File: src/hdl/kmn_pkg.sv
// Package for the k-means nearest-centre block: sizes, codes and payload types.
// Used by kmn_ctrl, kmn_datapath and kmeans_nearest_center; depends on nothing.
package kmn_pkg;

  localparam int unsigned MAX_CLUSTERS   = 16;
  localparam int unsigned MAX_FEATURES   = 64;
  localparam int unsigned VALUE_BITS     = 16;
  localparam int unsigned CLUSTER_BITS   = $clog2(MAX_CLUSTERS);
  localparam int unsigned FEATURE_BITS   = $clog2(MAX_FEATURES);
  localparam int unsigned STORE_DEPTH    = MAX_CLUSTERS * MAX_FEATURES;
  localparam int unsigned SUM_BITS       = 38;
  localparam int unsigned MAG_BITS       = VALUE_BITS + 1;
  localparam int unsigned SQ_BITS        = 2 * MAG_BITS;
  localparam int unsigned CCOUNT_BITS    = 5;
  localparam int unsigned FCOUNT_BITS    = 7;
  localparam int unsigned CFG_DATA_BITS  = 7;
  localparam int unsigned CFG_INDEX_BITS = 1;

  // Configuration register indexes.
  localparam logic [CFG_INDEX_BITS-1:0] CFG_CLUSTER_COUNT = 1'b0;
  localparam logic [CFG_INDEX_BITS-1:0] CFG_FEATURE_COUNT = 1'b1;

  // Item commands.
  localparam logic CMD_STORE   = 1'b0;
  localparam logic CMD_FEATURE = 1'b1;

  typedef struct packed {
    logic                           command;
    logic [CLUSTER_BITS-1:0]        cluster_index;
    logic [FEATURE_BITS-1:0]        feature_index;
    logic signed [VALUE_BITS-1:0]   value;
    logic                           last;
  } item_t;

  typedef struct packed {
    logic [CLUSTER_BITS-1:0] label;
    logic                    status;
  } result_t;

  // Commands from the controller to the datapath.
  typedef struct packed {
    logic                    store;
    logic                    load_value;
    logic                    rd_en;
    logic [CLUSTER_BITS-1:0] rd_cluster;
    logic [FEATURE_BITS-1:0] rd_feature;
    logic                    clear_sums;
  } dp_cmd_t;

endpackage

File: src/hdl/kmn_ctrl.sv
// Controller: accepts items, counts features and sequences the walk over active clusters.
// Depends on kmn_pkg; commands kmn_datapath through kmn_pkg::dp_cmd_t.
module kmn_ctrl (
  input  logic                                 clk_i,
  input  logic                                 rst_ni,
  input  logic                                 start_i,
  input  kmn_pkg::item_t                       item_i,
  input  logic [kmn_pkg::CCOUNT_BITS-1:0]      cluster_count_i,
  input  logic [kmn_pkg::FCOUNT_BITS-1:0]      feature_count_i,
  output logic                                 busy_o,
  output kmn_pkg::dp_cmd_t                     cmd_o,
  output logic                                 result_valid_o,
  output logic                                 status_o
);

  localparam logic [1:0] ST_IDLE  = 2'd0;
  localparam logic [1:0] ST_WALK  = 2'd1;
  localparam logic [1:0] ST_DRAIN = 2'd2;
  localparam logic [1:0] ST_DONE  = 2'd3;

  logic [1:0]                        state_q, state_d;
  logic [kmn_pkg::CLUSTER_BITS-1:0]  k_q, k_d;
  logic [kmn_pkg::FEATURE_BITS-1:0]  feat_q, feat_d;
  logic [kmn_pkg::FCOUNT_BITS-1:0]   fs_q, fs_d;
  logic                              drain_q, drain_d;
  logic                              last_q, last_d;
  logic                              mismatch_q, mismatch_d;

  logic [kmn_pkg::CCOUNT_BITS-1:0]   nc;
  logic [kmn_pkg::FCOUNT_BITS-1:0]   nf;
  logic [kmn_pkg::FCOUNT_BITS-1:0]   fs_next;
  logic                              accept;
  logic                              feature_acc;
  logic                              walk;

  always_comb begin
    if (cluster_count_i == '0) begin
      nc = kmn_pkg::CCOUNT_BITS'(1);
    end else if (cluster_count_i > kmn_pkg::CCOUNT_BITS'(kmn_pkg::MAX_CLUSTERS)) begin
      nc = kmn_pkg::CCOUNT_BITS'(kmn_pkg::MAX_CLUSTERS);
    end else begin
      nc = cluster_count_i;
    end
    if (feature_count_i == '0) begin
      nf = kmn_pkg::FCOUNT_BITS'(1);
    end else if (feature_count_i > kmn_pkg::FCOUNT_BITS'(kmn_pkg::MAX_FEATURES)) begin
      nf = kmn_pkg::FCOUNT_BITS'(kmn_pkg::MAX_FEATURES);
    end else begin
      nf = feature_count_i;
    end
  end

  assign accept      = start_i && (state_q == ST_IDLE);
  assign feature_acc = accept && (item_i.command == kmn_pkg::CMD_FEATURE);
  // Features past the configured count add nothing; the count stops one above it.
  assign walk        = fs_q < nf;
  assign fs_next     = (fs_q <= nf) ? fs_q + kmn_pkg::FCOUNT_BITS'(1) : fs_q;

  always_comb begin
    state_d    = state_q;
    k_d        = k_q;
    feat_d     = feat_q;
    fs_d       = fs_q;
    drain_d    = drain_q;
    last_d     = last_q;
    mismatch_d = mismatch_q;
    unique case (state_q)
      ST_IDLE: begin
        if (feature_acc) begin
          fs_d       = fs_next;
          last_d     = item_i.last;
          mismatch_d = (fs_next != nf);
          feat_d     = fs_q[kmn_pkg::FEATURE_BITS-1:0];
          k_d        = '0;
          if (walk) begin
            state_d = ST_WALK;
          end else if (item_i.last) begin
            state_d = ST_DONE;
          end
        end
      end
      ST_WALK: begin
        if ({1'b0, k_q} == nc - kmn_pkg::CCOUNT_BITS'(1)) begin
          state_d = ST_DRAIN;
          drain_d = 1'b0;
        end else begin
          k_d = k_q + kmn_pkg::CLUSTER_BITS'(1);
        end
      end
      ST_DRAIN: begin
        // The drain lets the last cluster pass the square and accumulate stages.
        if (drain_q) begin
          state_d = last_q ? ST_DONE : ST_IDLE;
        end else begin
          drain_d = 1'b1;
        end
      end
      ST_DONE: begin
        fs_d    = '0;
        state_d = ST_IDLE;
      end
      default: begin
        state_d = ST_IDLE;
      end
    endcase
  end

  always_ff @(posedge clk_i or negedge rst_ni) begin
    if (!rst_ni) begin
      state_q    <= ST_IDLE;
      k_q        <= '0;
      feat_q     <= '0;
      fs_q       <= '0;
      drain_q    <= 1'b0;
      last_q     <= 1'b0;
      mismatch_q <= 1'b0;
    end else begin
      state_q    <= state_d;
      k_q        <= k_d;
      feat_q     <= feat_d;
      fs_q       <= fs_d;
      drain_q    <= drain_d;
      last_q     <= last_d;
      mismatch_q <= mismatch_d;
    end
  end

  always_comb begin
    cmd_o.store      = accept && (item_i.command == kmn_pkg::CMD_STORE);
    cmd_o.load_value = feature_acc;
    cmd_o.rd_en      = (state_q == ST_WALK);
    cmd_o.rd_cluster = k_q;
    cmd_o.rd_feature = feat_q;
    cmd_o.clear_sums = (state_q == ST_DONE);
  end

  assign busy_o         = (state_q != ST_IDLE);
  assign result_valid_o = (state_q == ST_DONE);
  assign status_o       = mismatch_q;

  a_single_strobe: assert property (@(posedge clk_i) disable iff (!rst_ni)
    result_valid_o |=> !result_valid_o)
    else $error("result strobe held for more than one cycle");

  a_status_matches_count: assert property (@(posedge clk_i) disable iff (!rst_ni)
    (state_q == ST_DONE) |-> (mismatch_q == (fs_q != nf)))
    else $error("status disagrees with the feature count of the sample");

  a_walk_in_range: assert property (@(posedge clk_i) disable iff (!rst_ni)
    (state_q == ST_WALK) |-> ({1'b0, k_q} < nc))
    else $error("cluster walk passed the active cluster count");

endmodule

File: config.mk
export PLATFORM = sky130hd
export DESIGN_NAME = kmn_ctrl
export DESIGN_NICKNAME = d
export VERILOG_FILES = /design/src/hdl/kmn_pkg.sv /design/src/hdl/kmn_ctrl.sv
export SDC_FILE = /design/constraint.sdc
export NUM_CORES = 1
export LEC_CHECK = 0
export ABC_AREA = 1
export BUFFER_PORTS_ARGS = -buffer_cell sky130_fd_sc_hd__buf_2
export CORE_MARGIN = 4
export CORE_UTILIZATION = 35
export DETAILED_ROUTE_END_ITERATION = 8
export PLACE_DENSITY = 0.62
export SETUP_SLACK_MARGIN = 0.4
export SLEW_MARGIN = 40
export SYNTH_ARGS = -nofsm -noshare
export SYNTH_HDL_FRONTEND = slang
export SYNTH_SLANG_ARGS = --single-unit
File: constraint.sdc
create_clock -name clk_i -period 1.83 [get_ports clk_i]
set_clock_uncertainty 0.15 [all_clocks]
set_input_delay 0.366 -clock clk_i [delete_from_list [all_inputs] [get_ports clk_i]]
set_output_delay 0.366 -clock clk_i [all_outputs]
set_load 0.02 [all_outputs]
# Word level (Yosys, flattened, before mapping)
# Cells that the tools add are included.
# word_totals
ff_bits	22
inputBits	43
output_inout_bits	17
# classes
n_addsub	3
magnitude_cmp	4
n_eq_ne	10
muxes	19
bitwise_logic	1
reduce_logical	15
# op_table
operator	n
2-to-1 mux 7 bit	4
case mux 7 bit (2 select lines)	1
2-to-1 mux 2 bit	6
2-to-1 mux 5 bit	2
2-to-1 mux 4 bit	2
case mux 2 bit (4 select lines)	1
case mux 4 bit (2 select lines)	1
nonzero test 2 bit	4
adder 7 x 1 -> 7 bit, second input constant	1
> comparator 7 bit, second input constant	1
<= comparator 7 bit	1
logical NOT 7 bit	1
less-than comparator 7 bit	1
!= test 7 bit	1
!= test 2 bit, second input constant	3
AND reduction 2 bit	3
== test 4 x 5 -> 1 bit	1
> comparator 5 bit, second input constant	1
logical NOT 5 bit	1
subtractor 5 x 1 -> 5 bit, second input constant	1
adder 4 x 1 -> 4 bit, second input constant	1
== test 2 bit, second input constant	2
AND reduction 4 bit	1
logical AND 1 bit	3
8 further kinds	8

# Depth between registers and ports, before layout
# Gate-level depths: netlist of the first run.
# logic_depth
ltp_word	7
mapped_depth	20
mapped_depth_nobuf	20

# Worst setup path after synthesis of the first run
# Ideal clock, no wire load.
# synth_path
kind	input -> register
start	in feature_count_i[4] (netlist name)
end	reg mismatch_q, in the netlist status_o
t_arrival_ns	2.112
path_slack_ns	-0.547
stages	18
n_path_buf	1
path_cell_list	nor2_1 -> nand4_1 -> nand2_1 -> nand2_1 -> ha_1 -> a21oi_1 -> nand2_1 -> nand2_1 -> nand2_2 -> buf_6 -> nand3_1 -> nand2_1 -> nand2_1 -> nand2_1 -> nor2_1 -> nand2_1 -> nor2_1 -> nor2_1
# synth_via
elab_chain_cells	6
elab_cells_between_ends	7
# synth_rtl
element	line_no	source
start: declaration	kmn_ctrl.sv:9	input logic [kmn_pkg::FCOUNT_BITS-1:0] feature_count_i,
> comparator 7 bit	kmn_ctrl.sv:46	end else if (feature_count_i > kmn_pkg::FCOUNT_BITS'(kmn_pkg::MAX_FEATURES)) begin
2-to-1 mux 7 bit	kmn_ctrl.sv:46	
2-to-1 mux 7 bit (*)	kmn_ctrl.sv:44	if (feature_count_i == '0) begin
<= comparator 7 bit	kmn_ctrl.sv:57	assign fs_next = (fs_q <= nf) ? fs_q + kmn_pkg::FCOUNT_BITS'(1) : fs_q;
2-to-1 mux 7 bit	kmn_ctrl.sv:57	
!= test 7 bit (*)	kmn_ctrl.sv:72	mismatch_d = (fs_next != nf);
end signal: assignment	kmn_ctrl.sv:124	mismatch_q <= mismatch_d;
end: declaration	kmn_ctrl.sv:27	logic mismatch_q, mismatch_d;
# Every way passes the cells marked *; elsewhere a longest branch is shown, timed or not.
# A chain may end at the register's enable or synchronous reset.

# Worst setup path after layout of the first run
# layout_path
start	in feature_count_i[0] (netlist name)
end	reg mismatch_q, in the netlist status_o
# Same word-level chain as after synthesis.

==> results of run 1 <==
-- sequential cells by signal, summed over array words and instances (netlist names) --
signal and cells:
feat_q 6, last_q 1, k_q 4, fs_q 7
state_q 2, status_o 1, drain_q 1
-- area by class of cell --
type	count	area, µm²
Fill cell	349	1370
Tap cell	67	83.8
Sequential cell	22	552
Timing Repair Buffer	121	1070
Multi-Input combinational cell	192	1540
Inverter	36	155
Clock buffer	3	41.3
-- repair_timing --
item	in CTS	in global routing
setup buffers	26	12
setup endpoints to repair	28	32
hold buffers	1	0
pin swaps	37	47
gates resized for setup	74	70
hold endpoints to repair	22	0
cloned	4	0
-- report_power, final --
part | total, W | internal [W] | switching [W]
clock | 0.000315 | 0.000147 | 0.000167
combinational | 0.00453 | 0.00217 | 0.00237
sequential | 0.000862 | 0.000669 | 0.000193
total | 0.00571 | 0.00298 | 0.00273
-- per-layer routing --
| metal | vias up | routed length, µm | track usage, % |
|---|---|---|---|
| met4 | 0 | 204 | 5.84 |
| li1 | 1068 | - | - |
| met1 | 1045 | 2620 | 21.8 |
| met3 | 19 | 211 | 1.13 |
| met2 | 65 | 3730 | 36.0 |
| met5 | - | 0 | 0 |
-- worst max path at each step --
| stage | from | to | slack (ns) | cells after the start |
|---|---|---|---|---|
| floorplan | feature_count_i[4] | status_o | -0.45 | 16 |
| global placement | feature_count_i[4] | status_o | -0.83 | 19 |
| detailed placement | feature_count_i[4] | status_o | -0.86 | 19 |
| CTS | feature_count_i[5] | status_o | -0.49 | 18 |
| global route | feature_count_i[0] | status_o | -0.70 | 18 |
| finish | feature_count_i[0] | status_o | -0.59 | 18 |
-- critical path, stage by stage --
cell and delay (ns):
buf_8 0.10, nor2_4 0.10, nand4_1 0.14, nand2_4 0.19, nand2_4 0.08, ha_4 0.29, nand2_4 0.05, nor2_4 0.17
nand4_4 0.12, buf_12 0.17, nand2_8 0.09, nand2_4 0.06, nand3_2 0.09, nand2_2 0.05, nor2_2 0.13, nand2_1 0.07
nor2_1 0.10, nor2_1 0.05
-- logic make-up (layout without fill, tap and decap cells) --
logic type,Yosys count,in the layout,synth area share [%]
simple gates,147,148,39.7
xor+xnor,7,7,3.46
flops,22,22,31.1
compound gates,27,27,9.04
fa+ha+maj,10,10,7.06
buf+inv,41,160,9.67
-- stage by stage --
| step | hold WS, ns | power [W] | TNS [ns] |
|---|---|---|---|
| after global routing | 0.235 | 0.00607 | -5.86 |
| final | 0.219 | 0.00571 | -4.28 |
| after CTS | 0.190 | 0.00460 | -3.36 |
| after global placement | 0.226 | 0.00347 | -8.12 |
| after floorplan | -0.0796 | 0.00254 | -2.93 |
| after detailed placement | 0.219 | 0.00349 | -8.57 |
-- cells in the final DEF, fill, tap and decap left out, drive strengths merged, types with 5 or more instances in the layout --
master  count
o22ai       5
a21oi       7
ha         10
o21ai      14
nand2      79
nand3      33
buf       120
dfrtp      22
nor2       26
inv        35
==> results.json, run 1 <==
{
  "fmax_ghz": 0.413,
  "cp.arrival_ns": 2.43,
  "yosysTopAreaCell": "dfrtp_1",
  "synthToLayoutAreaGrowth_pct": 94.7,
  "clock_path_buffers": 2,
  "cp-end-kind": "flip-flop",
  "cts_tree": "built",
  "antenna_found_initial": 0,
  "required_ns": 1.84,
  "async_flop_share_pct": 100,
  "gp_congestion": 0.884,
  "setup_viol": 14,
  "p_per_area_nw_per_um2": 1660,
  "post-place-ws_ns": -0.856,
  "synth_edf_count": 0,
  "postRouteWirelength_mm": 6.77,
  "power.leakage_nw": 1.71,
  "insertion_delay_ns": 0.27,
  "tightest_slew_ns": 0.508,
  "grt_max_degree": 23,
  "synthTopCellsByArea": "dfrtp_1, nand2_1, nand3_1",
  "postSynthCellCount": 254,
  "dr.pass1.iters": 4,
  "wl_per_cell_um": 15.3,
  "overflow": 0,
  "avgViaCountPerCell": 4.98,
  "hold_path_end": "last_q",
  "ir_worst_vdd_mv": 0.789,
  "hp-class": "in -> reg",
  "drt-initial-drc-count": 149,
  "min_period_ns": 2.42,
  "yosysSeqAreaShare_pct": 31.1,
  "netlist_area_um2": 1770,
  "status": "finished, violations left",
  "final_hold_viol_count": 0,
  "timing.rr.end": "status_o",
  "ys_types": 32,
  "maxSlewHeadroom_pct": 66.1,
  "place_area_um2": 2480,
  "detail-route-antenna-nets": 0,
  "rsz0062_at_grt": "yes",
  "fin_cells": 441,
  "drc": 0,
  "r2r_start": "fs_q[6]",
  "io_buffers": 33,
  "initial_utilization_pct": 36.8,
  "die_w_um": 79.1,
  "drive_above_1_share_pct": 60.4,
  "regToRegSetupSlack_ns": -0.37,
  "ios": 60,
  "htreeDepth": 1,
  "setup.worst_path.start_class": "input port",
  "grt_usage_pct": 18.7,
  "clockRootBuffer": "clkbuf_8",
  "hold_start": "item_i[0]",
  "nNetsFinal": 429,
  "period_share_pct": 132,
  "dp.cells": 395,
  "min_delay_path_depth": 3,
  "yosysMostFrequentCell": "nand2_1",
  "dieArea_um2": 6260,
  "cp_max_fo": 7,
  "violations": "setup timing",
  "synth-seq-cells": 22,
  "dp_hpwl_mm": 3.58,
  "coreArea_um2": 4820,
  "synth_ff_type": "dfrtp_1",
  "slew_violations": 0,
  "num_rows": 25,
  "setup_ws_ns": -0.592,
  "postLayoutCellArea_um2": 3450,
  "cts_made_buffers": 3,
  "grt_pass1_wl_mm": 9.30,
  "syn_nets": 307,
  "drv_cap": 0,
  "grt_pass1_vias": 2048,
  "yosysWarnings": 0,
  "cts.reportedPaths.clkPinSlew_ns": 0.08,
  "insertedDiodeCount": 0,
  "synth.avg_cell_area_um2": 6.98,
  "fin_util_pct": 71.6,
  "synthTopCellsByCount": "nand2_1, inv_1, nand3_1, nor2_1, dfrtp_1",
  "crit_type": "in -> reg",
  "synth_top_area_share_pct": 31.1,
  "die_h_um": 79.1,
  "cts_sinks": 22,
  "vias": 2197,
  "rr_worst_depth": 14
}
No activity file was read; power rests on OpenSTA's default activity.
==> run 2: changes to the inputs <==
--- a/config.mk
+++ b/config.mk
@@ -7,7 +7,8 @@
 export LEC_CHECK = 0
 export ABC_AREA = 1
 export BUFFER_PORTS_ARGS = -buffer_cell sky130_fd_sc_hd__buf_2
-export CORE_MARGIN = 4
+export CORE_ASPECT_RATIO = 1.5
+export CORE_MARGIN = 1
 export CORE_UTILIZATION = 35
 export DETAILED_ROUTE_END_ITERATION = 8
 export PLACE_DENSITY = 0.62
==> results.json, run 2 (synthesis results as in run 1) <==
{
  "crit_type": "in -> reg",
  "fmax_ghz": 0.423,
  "insertedDiodeCount": 0,
  "status": "finished, violations left",
  "layout_commonest_cell": "buf_4",
  "cts_tree": "built",
  "dieArea_um2": 5360,
  "postRouteWirelength_mm": 5.54,
  "violations": "setup timing",
  "hp-class": "in -> reg",
  "power.leakage_nw": 1.63,
  "slew_violations": 0,
  "drt-initial-drc-count": 63,
  "reg.largest.list": "fs_q: 7 flops, feat_q: 6 flops, k_q: 4 flops",
  "final_cell_mix": "buf_4, nand2_1, inv_1, buf_6, nand3_1",
  "setup.worst_path.start_class": "input port",
  "cts_made_buffers": 3,
  "largest_reg_flops": 7,
  "dr.pass1.iters": 5,
  "cts_sinks": 22,
  "cp_max_fo": 7,
  "clockRootBuffer": "clkbuf_8",
  "grt_pass1_wl_mm": 8.91,
  "wl_per_cell_um": 12.9,
  "period_share_pct": 129,
  "switching_share_pct": 45.9,
  "clock_path_buffers": 2,
  "tightest_slew_ns": 0.506,
  "antenna_found_initial": 0,
  "dp_hpwl_mm": 3.64,
  "ios": 60,
  "avgViaCountPerCell": 4.86,
  "cts.reportedPaths.clkPinSlew_ns": 0.08,
  "io_buffers": 33,
  "setup_viol": 15,
  "min_period_ns": 2.37,
  "regToRegSetupSlack_ns": -0.29,
  "cp.arrival_ns": 2.37,
  "comb_power_share_pct": 76.2,
  "p_clk_share_pct": 6.9,
  "fill_cells": 391,
  "setup_ws_ns": -0.535,
  "fin_util_pct": 66.5,
  "nNetsFinal": 419,
  "p_switching_w": 0.00230,
  "coreArea_um2": 4850,
  "vias": 2096,
  "grt_max_degree": 23,
  "grt_pass1_vias": 2024,
  "place_area_um2": 2470,
  "postLayoutCellArea_um2": 3220,
  "ir_worst_vdd_mv": 0.720,
  "intPower_w": 0.00272,
  "drive_above_1_share_pct": 54.5,
  "num_rows": 31,
  "required_ns": 1.84,
  "maxSlewHeadroom_pct": 66.3,
  "cp-end-kind": "flip-flop",
  "p_per_area_nw_per_um2": 1560,
  "insertion_delay_ns": 0.26,
  "seqPwrFrac_pct": 16.9,
  "die_h_um": 89.1,
  "gp_congestion": 0.844,
  "final_hold_viol_count": 0,
  "detail-route-antenna-nets": 0,
  "initial_utilization_pct": 36.5,
  "regMostFlops": "fs_q",
  "overflow": 0,
  "htreeDepth": 1,
  "drc": 0,
  "die_w_um": 60.1,
  "drv_cap": 0,
  "rsz0062_at_grt": "yes",
  "grt_usage_pct": 22.0,
  "synthToLayoutAreaGrowth_pct": 82.0
}
-- run 2: stage by stage --
stage / setup slack (ns) / hold WS [ns] / instances / power (W) / setup TNS [ns]
CTS: -0.476 / 0.224 / 423 / 0.00468 / -4.05
global route: -0.711 / 0.228 / 431 / 0.00541 / -6.13
finish: -0.535 / 0.227 / 431 / 0.00502 / -4.22
detailed placement: -0.828 / 0.210 / 394 / 0.00348 / -8.58
global placement: -0.803 / 0.208 / 394 / 0.00345 / -8.07
floorplan: -0.446 / -0.0796 / 254 / 0.00254 / -2.93
-- run 2: area by class of cell --
| type | instances | area (µm²) | area share (%) |
|---|---|---|---|
| flip-flops and latches | 22 | 553 | 17.2 |
| well taps | 66 | 82.6 | 2.56 |
| multi-input cells | 193 | 1430 | 44.3 |
| inverters | 36 | 153 | 4.73 |
| repair buffers | 110 | 953 | 29.6 |
| clock buffers | 4 | 55.1 | 1.71 |
-- run 2: critical path: stages --
cell and delay (ns):
buf_2 0.12, nor2_4 0.08, nand4_1 0.15, nand2_4 0.18, nand2_2 0.10, ha_4 0.28
nand2_4 0.05, nor2_4 0.14, buf_4 0.15, nand4_4 0.12, buf_4 0.19, nand3_4 0.08
nand3_1 0.08, nand2_1 0.08, nand4_2 0.09, nor2_1 0.09, nor2_1 0.04
-- run 2: final timing paths --
path / to / depth (start not counted) / from
worst max-delay path: status_o / 17 / feature_count_i[5]
worst min-delay path: last_q / 3 / item_i[0]
worst max register to register: status_o / 12 / fs_q[6]
worst min register to register: drain_q / 2 / drain_q
max in group asynchronous: k_q[3] / 2 / rst_ni
min in group asynchronous: fs_q[3] / 2 / rst_ni
-- run 2: power by group through the flow --
stage	Clock, W	Sequential, W	Combinational (W)
finish	0.000348	0.000846	0.00382
floorplan	0	0.000939	0.00160
global route	0.000370	0.000874	0.00417
global placement	0	0.000828	0.00262
detailed placement	0	0.000829	0.00265
CTS	0.000348	0.000835	0.00350
-- run 2: per-layer routing --
layer | share of wire, % | vias to the layer above | track usage, %
met5 | 0 | - | 0
met1 | 37 | 985 | 22.5
li1 | - | 1043 | -
met4 | 2.9 | 0 | 9.94
met2 | 58 | 54 | 43.3
met3 | 2.1 | 14 | 1.74
-- run 2: what timing repair did --
| action | in CTS | in global routing |
|---|---|---|
| gates resized for setup | 74 | 30 |
| hold endpoints to repair | 22 | 0 |
| pin swaps | 26 | 24 |
| hold buffers | 1 | 0 |
| buffers inserted | 19 | 8 |
| cloned | 5 | 0 |
| setup endpoints to repair | 28 | 32 |
